`config.mk`:
```
export PLATFORM = sky130hd
export DESIGN_NAME = bmqd_queue
export DESIGN_NICKNAME = d
export VERILOG_FILES = /design/src/rtl/bitmask_queue_distributor_defines.svh /design/src/rtl/bmqd_pkg.sv /design/src/rtl/bmqd_queue.sv
export SDC_FILE = /design/constraint.sdc
export NUM_CORES = 1
export LEC_CHECK = 0
export BUFFER_PORTS_ARGS = -buffer_cell sky130_fd_sc_hd__buf_2
export CAP_MARGIN = 20
export CELL_PAD_IN_SITES_DETAIL_PLACEMENT = 1
export CELL_PAD_IN_SITES_GLOBAL_PLACEMENT = 2
export CORE_MARGIN = 2
export CORE_UTILIZATION = 40
export CTS_BUF_LIST = sky130_fd_sc_hd__clkbuf_8 sky130_fd_sc_hd__clkbuf_16
export DETAILED_ROUTE_END_ITERATION = 10
export GPL_TIMING_DRIVEN = 0
export MAX_ROUTING_LAYER = met4
export PLACE_DENSITY = 0.89
export SLEW_MARGIN = 20
export SYNTH_ARGS = -nofsm -noshare
export SYNTH_HDL_FRONTEND = slang
export SYNTH_SLANG_ARGS = --single-unit
```
`constraint.sdc`:
```
create_clock -name clk -period 5.25 [get_ports clk]
set_input_delay 0.525 -clock clk [delete_from_list [all_inputs] [get_ports clk]]
set_output_delay 0.525 -clock clk [all_outputs]
set_load 0.02 [all_outputs]
```
`src/rtl/bitmask_queue_distributor_defines.svh`:
```
// ----------------------------------------------------------------------------
// Bitmask queue distributor assertion macros
// Concurrent assertion wrappers, empty when SYNTHESIS is defined.
// ----------------------------------------------------------------------------
`ifndef BITMASK_QUEUE_DISTRIBUTOR_DEFINES_SVH
`define BITMASK_QUEUE_DISTRIBUTOR_DEFINES_SVH

`ifndef SYNTHESIS
`define BMQD_ASSERT(label, expr) \
	label: assert property (@(posedge clk) disable iff (!arst_n) (expr)) \
		else $error("bmqd assertion failed");
`define BMQD_ASSERT_NEXT(label, ante, cons) \
	label: assert property (@(posedge clk) disable iff (!arst_n) (ante) |=> (cons)) \
		else $error("bmqd assertion failed");
`else
`define BMQD_ASSERT(label, expr)
`define BMQD_ASSERT_NEXT(label, ante, cons)
`endif

`endif

```
`src/rtl/bmqd_pkg.sv`:
```
// ----------------------------------------------------------------------------
// Bitmask queue distributor package
// Field widths, parameter defaults and the front-to-back queue entry.
// ----------------------------------------------------------------------------
package bmqd_pkg;

	localparam int MASK_W         = 32;
	localparam int QID_W          = 5;
	localparam int IDX_W          = 16;
	localparam int NUM_QUEUES_DEF = 32;
	localparam int INDEX_BITS_DEF = 16;
	localparam int QUEUE_DEPTH    = 2;

	typedef struct packed {
		logic [MASK_W-1:0] mask;
		logic [IDX_W-1:0]  idx;
		logic              sat;
	} entry_t;

	typedef struct packed {
		logic [$clog2(QUEUE_DEPTH+1)-1:0] count;
	} queue_stat_t;

	typedef struct packed {
		logic busy;
	} back_stat_t;

endpackage

```
`src/rtl/bmqd_queue.sv`:
```
// ----------------------------------------------------------------------------
// Bitmask queue distributor decoupling queue
// Short FIFO of numbered items between the front and back ends.
// ----------------------------------------------------------------------------
module bmqd_queue
	import bmqd_pkg::*;
(
	input  logic        clk,
	input  logic        arst_n,
	input  logic        push_valid,
	input  entry_t      push_data,
	output logic        push_ready,
	output logic        head_valid,
	output entry_t      head_data,
	input  logic        pop,
	output queue_stat_t stat
);

	localparam int PTR_W = (QUEUE_DEPTH > 1) ? $clog2(QUEUE_DEPTH) : 1;
	localparam int CNT_W = $clog2(QUEUE_DEPTH + 1);
	localparam logic [PTR_W-1:0] PTR_LAST = PTR_W'(QUEUE_DEPTH - 1);
	localparam logic [CNT_W-1:0] CNT_FULL = CNT_W'(QUEUE_DEPTH);

	entry_t            mem_q [QUEUE_DEPTH];
	logic [PTR_W-1:0]  wr_ptr_q;
	logic [PTR_W-1:0]  rd_ptr_q;
	logic [CNT_W-1:0]  cnt_q;
	logic              do_push;
	logic              do_pop;

	assign push_ready = (cnt_q != CNT_FULL);
	assign head_valid = (cnt_q != '0);
	assign head_data  = mem_q[rd_ptr_q];
	assign do_push    = push_valid && push_ready;
	assign do_pop     = pop && head_valid;
	assign stat.count = cnt_q;

	always_ff @(posedge clk) begin
		if (do_push) begin
			mem_q[wr_ptr_q] <= push_data;
		end
	end

	always_ff @(posedge clk or negedge arst_n) begin
		if (!arst_n) begin
			wr_ptr_q <= '0;
			rd_ptr_q <= '0;
			cnt_q    <= '0;
		end else begin
			if (do_push) begin
				wr_ptr_q <= (wr_ptr_q == PTR_LAST) ? '0 : wr_ptr_q + 1'b1;
			end
			if (do_pop) begin
				rd_ptr_q <= (rd_ptr_q == PTR_LAST) ? '0 : rd_ptr_q + 1'b1;
			end
			if (do_push && !do_pop) begin
				cnt_q <= cnt_q + 1'b1;
			end else if (!do_push && do_pop) begin
				cnt_q <= cnt_q - 1'b1;
			end
		end
	end

endmodule

```
# Word level (Yosys, flattened, before mapping)
# Memories as Yosys holds them, arrays and structs flattened.
# Cells that the tools add are included.
# totals
register_bits	4
input_bits	53
n_memories	1
elab_cells	23
out_inout_bits	53
ram_bits	98
# memory_table
memory	depth	word_bits	rd	rd_ports_with_merged_regs	write_ports	line	source
mem_q	2	49	1	0	1	bmqd_queue.sv:24	entry_t mem_q [QUEUE_DEPTH];
# classes
eq_ne	1
reduce_logical	8
muxes	6
add_sub_neg	4
# op_table
cell	n
1-bit logical AND	4
1-bit 2-to-1 mux	4
2-bit 2-to-1 mux	2
2-bit nonzero test	2
1-bit adder, second input constant	2
2-bit by 1-bit adder with 2-bit output, second input constant	1
1-bit zero test	2
2-bit != test, second input constant	1
2-bit by 1-bit subtractor with 2-bit output, second input constant	1

# Longest topological paths before layout
# Gate-level depths: netlist (run 1).
# depth
depth_word	6
mapped_depth	7
depth_no_buf	7

# Worst setup path before layout (run 1)
# No wires, ideal clock.
# synth_path
path_type	reg-to-reg
startpoint	register cnt_q[0] (netlist: stat[0])
endpoint	memory mem_q[0][0] (netlist name), enable pin
synth_period_minus_slack_ps	3463
setup_ps	456
path_slack_ps	1787
t_required_ps	4794
stages_incl_launch_ff	4
path_buffers	0
arrival_ps	3007
cell_sequence	dfrtp_1 nand2b_1 nand2_1 nor2_1
# synth_between
elab_chain_len	4
# synth_lines
item	line	source
start, declared	bmqd_queue.sv:27	logic [CNT_W-1:0] cnt_q;
start signal, assigned	bmqd_queue.sv:57	cnt_q <= cnt_q + 1'b1;
start signal, assigned	bmqd_queue.sv:59	cnt_q <= cnt_q - 1'b1;
2-bit != test	bmqd_queue.sv:31	assign push_ready = (cnt_q != CNT_FULL);
via push_ready	bmqd_queue.sv:12	output logic push_ready,
1-bit logical AND	bmqd_queue.sv:34	assign do_push = push_valid && push_ready;
1-bit 2-to-1 mux	bmqd_queue.sv:39	if (do_push) begin
1-bit 2-to-1 mux (implied by the code)	bmqd_queue.sv:40	mem_q[wr_ptr_q] <= push_data;
end, declared	bmqd_queue.sv:24	
# The timed path passes the listed nets, and every way through them passes these cells.

==> results of run 1 <==
-- path summary, 6_finish.rpt --
| kind | start | to | cells after the start |
|---|---|---|---|
| min in group asynchronous | arst_n | rd_ptr_q | 2 |
| worst max-delay path | rd_ptr_q | head_data[17] | 4 |
| worst min register to register | stat[1] | stat[1] | 1 |
| worst max register to register | stat[0] | mem_q[0][42] | 4 |
| max in group asynchronous | arst_n | stat[0] | 2 |
| worst min-delay path | push_data[21] | mem_q[0][21] | 1 |
-- power groups by stage --
| stage | logic (mW) | registers, mW | clock network, mW |
|---|---|---|---|
| after global placement | 1.14 | 1.19 | 0 |
| after detailed placement | 1.20 | 1.19 | 0 |
| final | 1.17 | 1.17 | 0.398 |
| after CTS | 1.20 | 1.17 | 0.422 |
| after global routing | 1.25 | 1.19 | 0.451 |
| after floorplan | 0.855 | 1.19 | 0 |
-- layer usage --
metal  routed length [um]  GRT usage [%]  up-vias
met5                    0              -        -
met4                  130          6.950        0
met3                  336          2.895       11
met2                 3661          23.51       62
met1                 2900          15.61      968
li1                     -              -      900
-- placed cells by master (no fill, tap or decap) --
| master | instances |
|---|---|
| sky130_fd_sc_hd__buf_12 | 5 |
| sky130_fd_sc_hd__or2_1 | 1 |
| sky130_fd_sc_hd__and3_4 | 1 |
| sky130_fd_sc_hd__buf_2 | 105 |
| sky130_fd_sc_hd__edfxtp_1 | 98 |
| sky130_fd_sc_hd__dlygate4sd3_1 | 1 |
| sky130_fd_sc_hd__buf_16 | 2 |
| sky130_fd_sc_hd__buf_6 | 1 |
| sky130_fd_sc_hd__clkinv_1 | 1 |
| sky130_fd_sc_hd__xnor2_1 | 3 |
| sky130_fd_sc_hd__nand2_1 | 2 |
| sky130_fd_sc_hd__clkinv_2 | 2 |
| sky130_fd_sc_hd__ha_1 | 1 |
| sky130_fd_sc_hd__nor2_1 | 1 |
| sky130_fd_sc_hd__xor2_1 | 2 |
| sky130_fd_sc_hd__nand2b_1 | 1 |
| sky130_fd_sc_hd__clkbuf_8 | 9 |
| sky130_fd_sc_hd__inv_1 | 3 |
| sky130_fd_sc_hd__nor2_4 | 1 |
| sky130_fd_sc_hd__mux2_4 | 49 |
| sky130_fd_sc_hd__dfrtp_1 | 4 |
-- critical path, stage by stage (launching register included) --
cell and delay, ns:
sky130_fd_sc_hd__dfrtp_1 0.39, sky130_fd_sc_hd__buf_6 0.15, sky130_fd_sc_hd__buf_12 0.15, sky130_fd_sc_hd__mux2_4 0.30, sky130_fd_sc_hd__buf_2 0.16
-- timing repair --
item	in CTS	in global routing
hold endpoints to repair	4	0
resized for setup	0	0
hold buffers	1	0
buffers inserted	0	0
-- layout make-up --
class,instances,area [um2],area share (%)
well taps,133,166.4,3.397
clock inverters,5,21.27,0.4342
plain buffers,6,111.4,2.273
repair buffers,108,590.6,12.06
inverters,1,3.754,0.07663
clock buffers,9,123.9,2.529
multi-input cells,62,838.3,17.11
flip-flops and latches,102,3043,62.12
-- registers in the layout (all words and copies together) (netlist names) --
| signal | flops |
|---|---|
| stat | 2 |
| wr_ptr_q | 1 |
| mem_q | 98 |
| rd_ptr_q | 1 |
-- cell families (layout without fill, tap and decap cells) --
logic type | Yosys count | count (layout) | synth area share (%)
adder cells (fa/ha/maj) | 1 | 1 | 0.3140
multiplexers | 49 | 49 | 18.47
flip-flops | 102 | 102 | 76.38
XOR/XNOR | 5 | 5 | 1.099
AND/OR/NAND/NOR | 7 | 7 | 0.8484
buffers and inverters | 7 | 129 | 2.889
==> metrics.txt, run 1 <==
status finished clean; leading cell types by count after synthesis 98 x sky130_fd_sc_hd__edfxtp_1, 49 x sky130_fd_sc_hd__mux2_4, 5 x sky130_fd_sc_hd__buf_12, 4 x sky130_fd_sc_hd__dfrtp_1, 3 x sky130_fd_sc_hd__xnor2_1; die height 103.8 um; async set-or-reset flop fraction in the synthesized netlist 3.922%; remaining design rule violation count 0; switching share of power 33.20%; final worst hold slack 0.3597 ns; final critical-path setup slack 3.217 ns; count leader, synth sky130_fd_sc_hd__edfxtp_1; quantity of I/O buffers inserted on ports 105; Min-Delay Path Class in -> reg; Total GRT Usage 13.86%; core box area 9729 um2; area of the die 10,770 um2; CTS H-tree depth 3; deepest clock path buffer count 2; fraction of layout cells with a size suffix above 1 59.73%; global-route wire length before repair 10,920 um; number of global-route vias before repair 2,109; crit path DAT 1.51 ns; Leakage 1.986 nW; initial antenna violation count 0; Max-cap violations 0; share of power burned in the clock network 14.5%; min cycle time layout 2.033 ns; Critical Path End Type primary output; drt total wl 7028 um; maximum clock frequency 491.8 MHz; area share of the largest cell type after synthesis 73.87%; worst clock skew 0.006046 ns; final std cell area, no fill 4898 um2; post-layout utilization of the core 50.35%; final weighted congestion in routability-driven placement 0.6539; insertion delay to the later sink of the worst-skew pair 0.34 ns; Worst Path Class, Setup reg -> out; Area contributors post-synth sky130_fd_sc_hd__edfxtp_1 74%, sky130_fd_sc_hd__mux2_4 18%, sky130_fd_sc_hd__buf_12 2.5%; Slew headroom 52.73%; area after detailed placement 4743 um2; global route total overflow 0; CTS Sinks 102; sequential share of power 42.7%; fill count 937; clock tree from TritonCTS built; cell row count 36; count of inserted antenna diode cells 0; pins over their slew limit 0; cells after synthesis 171; TritonCTS Buffers 9; register area share after synthesis 76.38%; internal portion of total power 1.831 mW; Die W 103.8 um; DRT Pass-1 Iters 4; Layout Cells excl Fill 426; pwr/cell area 559.6 nW/um2; peak fanout along the critical path 10; clock tree root driver cell sky130_fd_sc_hd__clkbuf_8; Detailed Place HPWL 4733 um; Vias 1,941; routed length per placed instance 16.50 um; number of design-rule violations left by the first detailed-router iteration 33; unrepaired setup endpoints after global routing false; cell count after placement 411; IO Count 106; area of the mapped netlist 3984 um2; clock transition at the registers of the reported paths 0.09 ns; starting density of the core 40.95%; Setup Slack @ Placement 3.455 ns; number of unique standard cell types used by synthesis 14; number of endpoints with negative hold slack in the final report 0; maximum number of pins on one net before global-route repair 50; Total Power 2.741 mW; flip-flop and latch count after synthesis 102; area overhead of the layout relative to synthesis 22.96%; Vias per Instance 4.556; Final Setup Violations 0; aggregate negative setup slack 0 ns; CP Launch Type flip-flop; combinational fraction of design power 42.8%; FF-to-FF setup slack 3.49 ns; total of warnings raised by yosys 0; primary flip-flop cell chosen by synthesis mapping sky130_fd_sc_hd__edfxtp_1; worst IR drop on VDD 0.2783 mV; critical path data required time 4.72 ns; library cell with the largest summed area after synthesis sky130_fd_sc_hd__edfxtp_1; ANT nets after route 0; Post-synth EDFFs 98; share of the cycle needed by the critical path after routing 38.73%; measured slew at the worst slew-check pin 0.7090 ns; Post-layout nets 344; syn avg cell area 23.30 um2; number of nets produced by synthesis 225; Switching Power 0.9100 mW
Note: power is estimated with default switching activity, not from simulation.
==> inputs of run 2 (changes only) <==
ABC_AREA = 1   (was not set)
CORE_UTILIZATION = 31   (was 40)
PLACE_DENSITY = 0.83   (was 0.89)
clock period = 1.64 ns   (was 5.25 ns; I/O delays follow)
==> metrics.txt, run 2 <==
Post-synth EDFFs 98; total of warnings raised by yosys 0; share of the cycle needed by the critical path after routing 93.10%; register with the highest flop count mem_q; cells after synthesis 285; global route total overflow 0; DRT Pass-1 Iters 4; TritonCTS Buffers 9; syn avg cell area 13.57 um2; area of the mapped netlist 3866 um2; number of design-rule violations left by the first detailed-router iteration 76; die height 115.7 um; Vias 2,452; number of unique standard cell types used by synthesis 18; leading cell type in the layout, fill and taps excluded sky130_fd_sc_hd__nand2_1; count leader, synth sky130_fd_sc_hd__nand2_1; Leakage 2.189 nW; drt total wl 8117 um; worst clock skew 0.004372 ns; CTS H-tree depth 3; maximum number of pins on one net before global-route repair 26; Critical Path End Type primary output; register area share after synthesis 78.71%; unrepaired setup endpoints after global routing false; count of inserted antenna diode cells 0; CTS Sinks 102; flip-flop and latch count after synthesis 102; library cell with the largest summed area after synthesis sky130_fd_sc_hd__edfxtp_1; final weighted congestion in routability-driven placement 0.6983; Final Setup Violations 0; maximum clock frequency 655.0 MHz; primary flip-flop cell chosen by synthesis mapping sky130_fd_sc_hd__edfxtp_1; insertion delay to the later sink of the worst-skew pair 0.34 ns; area share of the largest cell type after synthesis 76.12%; Min-Delay Path Class in -> reg; cells along the critical path buf_6, inv_8, buf_6, nand2_1, nand2_1, buf_2; Total GRT Usage 13.36%; cell count after placement 562; clock tree from TritonCTS built; CP max stage delay 0.37 ns; Worst Path Class, Setup reg -> out; Post-layout nets 467; Vias per Instance 4.191; final critical-path setup slack 0.1132 ns; peak fanout along the critical path 10; starting density of the core 31.92%; cell count of the worst reg-to-reg path 9; instance count on the critical path 6; clock tree root driver cell sky130_fd_sc_hd__clkbuf_16; Layout Cells excl Fill 585; ANT nets after route 0; clock transition at the registers of the reported paths 0.06 ns; number of nets produced by synthesis 339; status finished clean; deepest clock path buffer count 2; cell row count 40; Max stage delay cell, worst path sky130_fd_sc_hd__dfrtp_1; Die W 115.7 um; area of the die 13,380 um2; quantity of I/O buffers inserted on ports 105; number of buffer and inverter instances along the worst setup path 4; initial antenna violation count 0; worst IR drop on VDD 0.7295 mV; measured slew at the worst slew-check pin 0.2637 ns; number of global-route vias before repair 2,718; cell family with the largest share of critical-path delay buffers and inverters; pwr/cell area 1889 nW/um2; Worst Hold Path Cells 1; flip-flop count of the largest register, all copies and words added 98; leading cell types by count after synthesis 153 x sky130_fd_sc_hd__nand2_1, 98 x sky130_fd_sc_hd__edfxtp_1, 5 x sky130_fd_sc_hd__buf_4, 5 x sky130_fd_sc_hd__buf_6; core box area 12,110 um2; Area contributors post-synth sky130_fd_sc_hd__edfxtp_1 76%, sky130_fd_sc_hd__nand2_1 15%, sky130_fd_sc_hd__dfrtp_1 2.6%; fraction of layout cells with a size suffix above 1 34.77%; area overhead of the layout relative to synthesis 31.55%; critical path data required time 1.48 ns; async set-or-reset flop fraction in the synthesized netlist 3.922%; Slew headroom 82.38%; Detailed Place HPWL 5669 um; routed length per placed instance 13.88 um; remaining design rule violation count 0; pins over their slew limit 0; Setup Slack @ Placement -0.08397 ns; number of endpoints with negative hold slack in the final report 0; Max-cap violations 0; crit path DAT 1.36 ns; CP Launch Type flip-flop; min cycle time layout 1.527 ns; IO Count 106; global-route wire length before repair 13,060 um; highest-count cells in the layout ignoring fill and taps 153 x sky130_fd_sc_hd__nand2_1, 105 x sky130_fd_sc_hd__buf_2, 98 x sky130_fd_sc_hd__edfxtp_1
-- run 2: cell types whose count changed after synthesis, sizes merged, moves of 2 or more --
cell / before / now
nand2: 2 / 157
mux2: 49 / 0
inv: 1 / 7
buf: 6 / 11
nand3: 0 / 2
xnor2: 3 / 1
-- run 2: routing by layer --
layer,track usage (%),vias to the layer above,wire [um]
li1,-,1205,-
met3,3.347,8,357
met1,15.59,1172,3553
met4,4.762,0,93
met2,22.50,67,4113
met5,-,-,0
-- run 2: kinds of logic after synthesis --
kind of cell | Yosys count | synth area share [%]
XOR/XNOR | 2 | 0.6474
adder cells (fa/ha/maj) | 1 | 0.3236
buffers and inverters | 18 | 3.689
flip-flops | 102 | 78.71
AND/OR/NAND/NOR | 162 | 16.63
-- run 2: path summary, 6_finish.rpt --
path,startpoint,endpoint,slack [ns]
setup / recovery,rd_ptr_q,head_data[18],0.11
hold / removal,push_data[28],mem_q[0][28],0.02
setup reg to reg,stat[0],stat[1],0.19
hold reg to reg,stat[0],stat[0],0.57
max in group asynchronous,arst_n,stat[1],1.34
min in group asynchronous,arst_n,stat[0],0.16
-- run 2: timing repair --
| action | 4_1_cts | 5_1_grt |
|---|---|---|
| hold buffers | 7 | 0 |
| buffers inserted | 1 | 0 |
| endpoints found under the hold margin | 16 | 0 |
| setup endpoints to repair | 35 | 0 |
| gates resized for setup | 0 | 0 |
-- run 2: final cells by class --
cell class | count | area [um2]
tap | 168 | 210.2
clock inverter | 6 | 53.80
fill | 1319 | 7025
sequential | 102 | 3045
multi-input combinational | 165 | 695.7
inverter | 7 | 36.28
buffer | 11 | 108.9
clock buffer | 9 | 225.2
timing repair buffer | 117 | 710.7
-- run 2: power breakdown --
part	switching, mW	internal [mW]	leakage (nW)
logic	2.52	1.32	1.10
registers	0.177	3.56	0.957
clock network	0.871	1.16	0.135
-- run 2: through the flow --
| step | instance area (um2) | setup TNS [ns] | utilization [%] | hold slack (ns) | power [mW] |
|---|---|---|---|---|---|
| 3_3_place_gp | 4622 | -54.38 | 38.16 | -0.02620 | 7.440 |
| 3_5_place_dp | 4717 | -2.492 | 38.95 | -0.01694 | 7.706 |
| 2_1_floorplan | 3886 | -21.93 | - | -0.1316 | 6.229 |
| 5_1_grt | 5086 | 0 | 41.99 | 0.0001016 | 10.26 |
| 4_1_cts | 5086 | 0 | 41.99 | 0.0006522 | 9.814 |
| 6_report | 5086 | 0 | 41.99 | 0.01589 | 9.607 |
==> inputs of run 3 (changes only) <==
ABC_AREA = 0   (was 1)
CORE_UTILIZATION = 35   (was 31)
PLACE_DENSITY = 0.84   (was 0.83)
==> metrics.txt, run 3 (synthesis results as in run 1) <==
Max-cap violations 0; routed length per placed instance 16.19 um; CTS H-tree depth 3; pwr/cell area 1926 nW/um2; fraction of layout cells with a size suffix above 1 61.90%; met3 track utilization from global routing 2.679%; maximum number of pins on one net before global-route repair 26; drt total wl 7025 um; quantity of I/O buffers inserted on ports 105; clock tree from TritonCTS built; die height 110.7 um; destination of the worst register-to-register timing path mem_q[0][33]; worst IR drop on VDD 0.9452 mV; CTS Sinks 102; number of global-route vias before repair 2,107; flip-flop count of the largest register, all copies and words added 98; area overhead of the layout relative to synthesis 32.04%; ANT nets after route 0; area of the die 12,250 um2; Vias 1,946; starting density of the core 36.27%; worst hold path startpoint push_data[19]; cell count after placement 418; unrepaired setup endpoints after global routing true; Total GRT Usage 11.98%; global routing met1 resource utilization 13.71%; Leakage 2.113 nW; met2 global-route usage 20.04%; final weighted congestion in routability-driven placement 0.6792; global-route wire length before repair 10,960 um; post-layout utilization of the core 47.89%; clock tree root driver cell sky130_fd_sc_hd__clkbuf_16; cell count of the worst reg-to-reg path 4; Final Setup Violations 0; Min-Delay Path Class in -> reg; global route total overflow 0; critical path data required time 1.48 ns; Detailed Place HPWL 4776 um; CP Launch Type flip-flop; Post-layout nets 345; deepest clock path buffer count 2; Critical Path End Type primary output; core box area 10,980 um2; cell row count 38; DRT Pass-1 Iters 3; highest-count cells in the layout ignoring fill and taps 98 x sky130_fd_sc_hd__edfxtp_1, 77 x sky130_fd_sc_hd__buf_2, 49 x sky130_fd_sc_hd__mux2_4; Die W 110.7 um; clock transition at the registers of the reported paths 0.07 ns; Worst Path Class, Setup reg -> out; measured slew at the worst slew-check pin 0.3917 ns; worst clock skew 0.004850 ns; peak-usage layer in the global routing report met2; remaining design rule violation count 0; status finished clean; share of the cycle needed by the critical path after routing 99.57%; number of endpoints with negative hold slack in the final report 0; initial antenna violation count 0; insertion delay to the later sink of the worst-skew pair 0.33 ns; maximum clock frequency 612.4 MHz; min cycle time layout 1.633 ns; leading cell type in the layout, fill and taps excluded sky130_fd_sc_hd__edfxtp_1; Vias per Instance 4.484; r2r startpoint stat[0]; combined flip-flop and latch cell area 3045 um2; number of design-rule violations left by the first detailed-router iteration 41; crit path DAT 1.47 ns; Slew headroom 73.89%; peak fanout along the critical path 10; FF-to-FF setup slack 0.13 ns; register with the highest flop count mem_q; area of the multi-input gates 864.6 um2; Worst Hold Path Cells 1; fill count 1,041; hold-critical path endpoint mem_q[1][19]; count of inserted antenna diode cells 0; Layout Cells excl Fill 434; TritonCTS Buffers 9; pins over their slew limit 0; IO Count 106
run 3: cell types whose count changed in the layout (fill, tap and decap cells not counted), moves of 5 or more:
cell                            delta
sky130_fd_sc_hd__mux2_4           +49
sky130_fd_sc_hd__buf_6            +24
sky130_fd_sc_hd__nand2_1         -152
sky130_fd_sc_hd__buf_4             -5
sky130_fd_sc_hd__dlygate4sd3_1     -6
sky130_fd_sc_hd__buf_2            -28
run 3: timing repair:
item	in CTS	in global routing
pin swaps	1	0
cloned	1	0
hold endpoints to repair	4	0
gates resized for setup	29	28
hold buffers	1	0
buffers inserted	0	0
setup endpoints to repair	98	73
run 3: layer usage:
layer  wire (um)  vias to the layer above  part of all wire (%)
met5           0                        -                     0
met4          69                        0                  0.98
met3         339                        8                   4.8
met2        3655                       67                    52
met1        2961                      962                    42
li1            -                      909                     -
run 3: where the power goes:
group	switching (mW)	leakage, nW	total (mW)	internal, mW
Sequential	0.193	0.955	3.77	3.57
Combinational	2.06	1.01	4.21	2.16
Clock	0.842	0.145	2.15	1.31
Total	3.09	2.11	10.1	7.04
run 3: worst max-delay path, stage by stage (launching register included):
cell	delay, ns
sky130_fd_sc_hd__dfrtp_1	0.37
sky130_fd_sc_hd__buf_6	0.15
sky130_fd_sc_hd__buf_12	0.16
sky130_fd_sc_hd__mux2_4	0.29
sky130_fd_sc_hd__buf_2	0.16
run 3: layout make-up:
cell class / instances / share of cell area, %
Buffer: 6 / 2.117
Clock buffer: 9 / 4.282
Clock inverter: 5 / 1.451
Inverter: 1 / 0.07136
Multi-Input combinational cell: 63 / 16.44
Sequential cell: 102 / 57.90
Tap cell: 140 / 3.330
Timing Repair Buffer: 108 / 14.41
run 3: metrics by stage:
step	hold slack (ns)	total power [mW]	TNS, ns	setup slack, ns	cell area, um2
global route	0.002783	10.59	-1.024	-0.03829	5260
CTS	0.0008106	10.10	-0.2557	-0.01971	5171
floorplan	-0.1316	6.580	-18.18	-0.2379	4010
global placement	-0.02531	7.499	-44.29	-0.5482	4711
finish	0.01347	10.13	0	0.007054	5260
detailed placement	-0.02557	7.671	-0.2898	-0.009005	4762
run 3: worst max path at each step:
| stage | slack [ns] | startpoint | to |
|---|---|---|---|
| after floorplan | -0.24 | stat[0] | mem_q[0][0] |
| after detailed placement | -0.009 | stat[0] | mem_q[1][12] |
| after CTS | -0.02 | rd_ptr_q | head_data[32] |
| after global routing | -0.04 | rd_ptr_q | head_data[28] |
| final | 0.007 | rd_ptr_q | head_data[28] |
| after global placement | -0.55 | stat[0] | mem_q[0][11] |
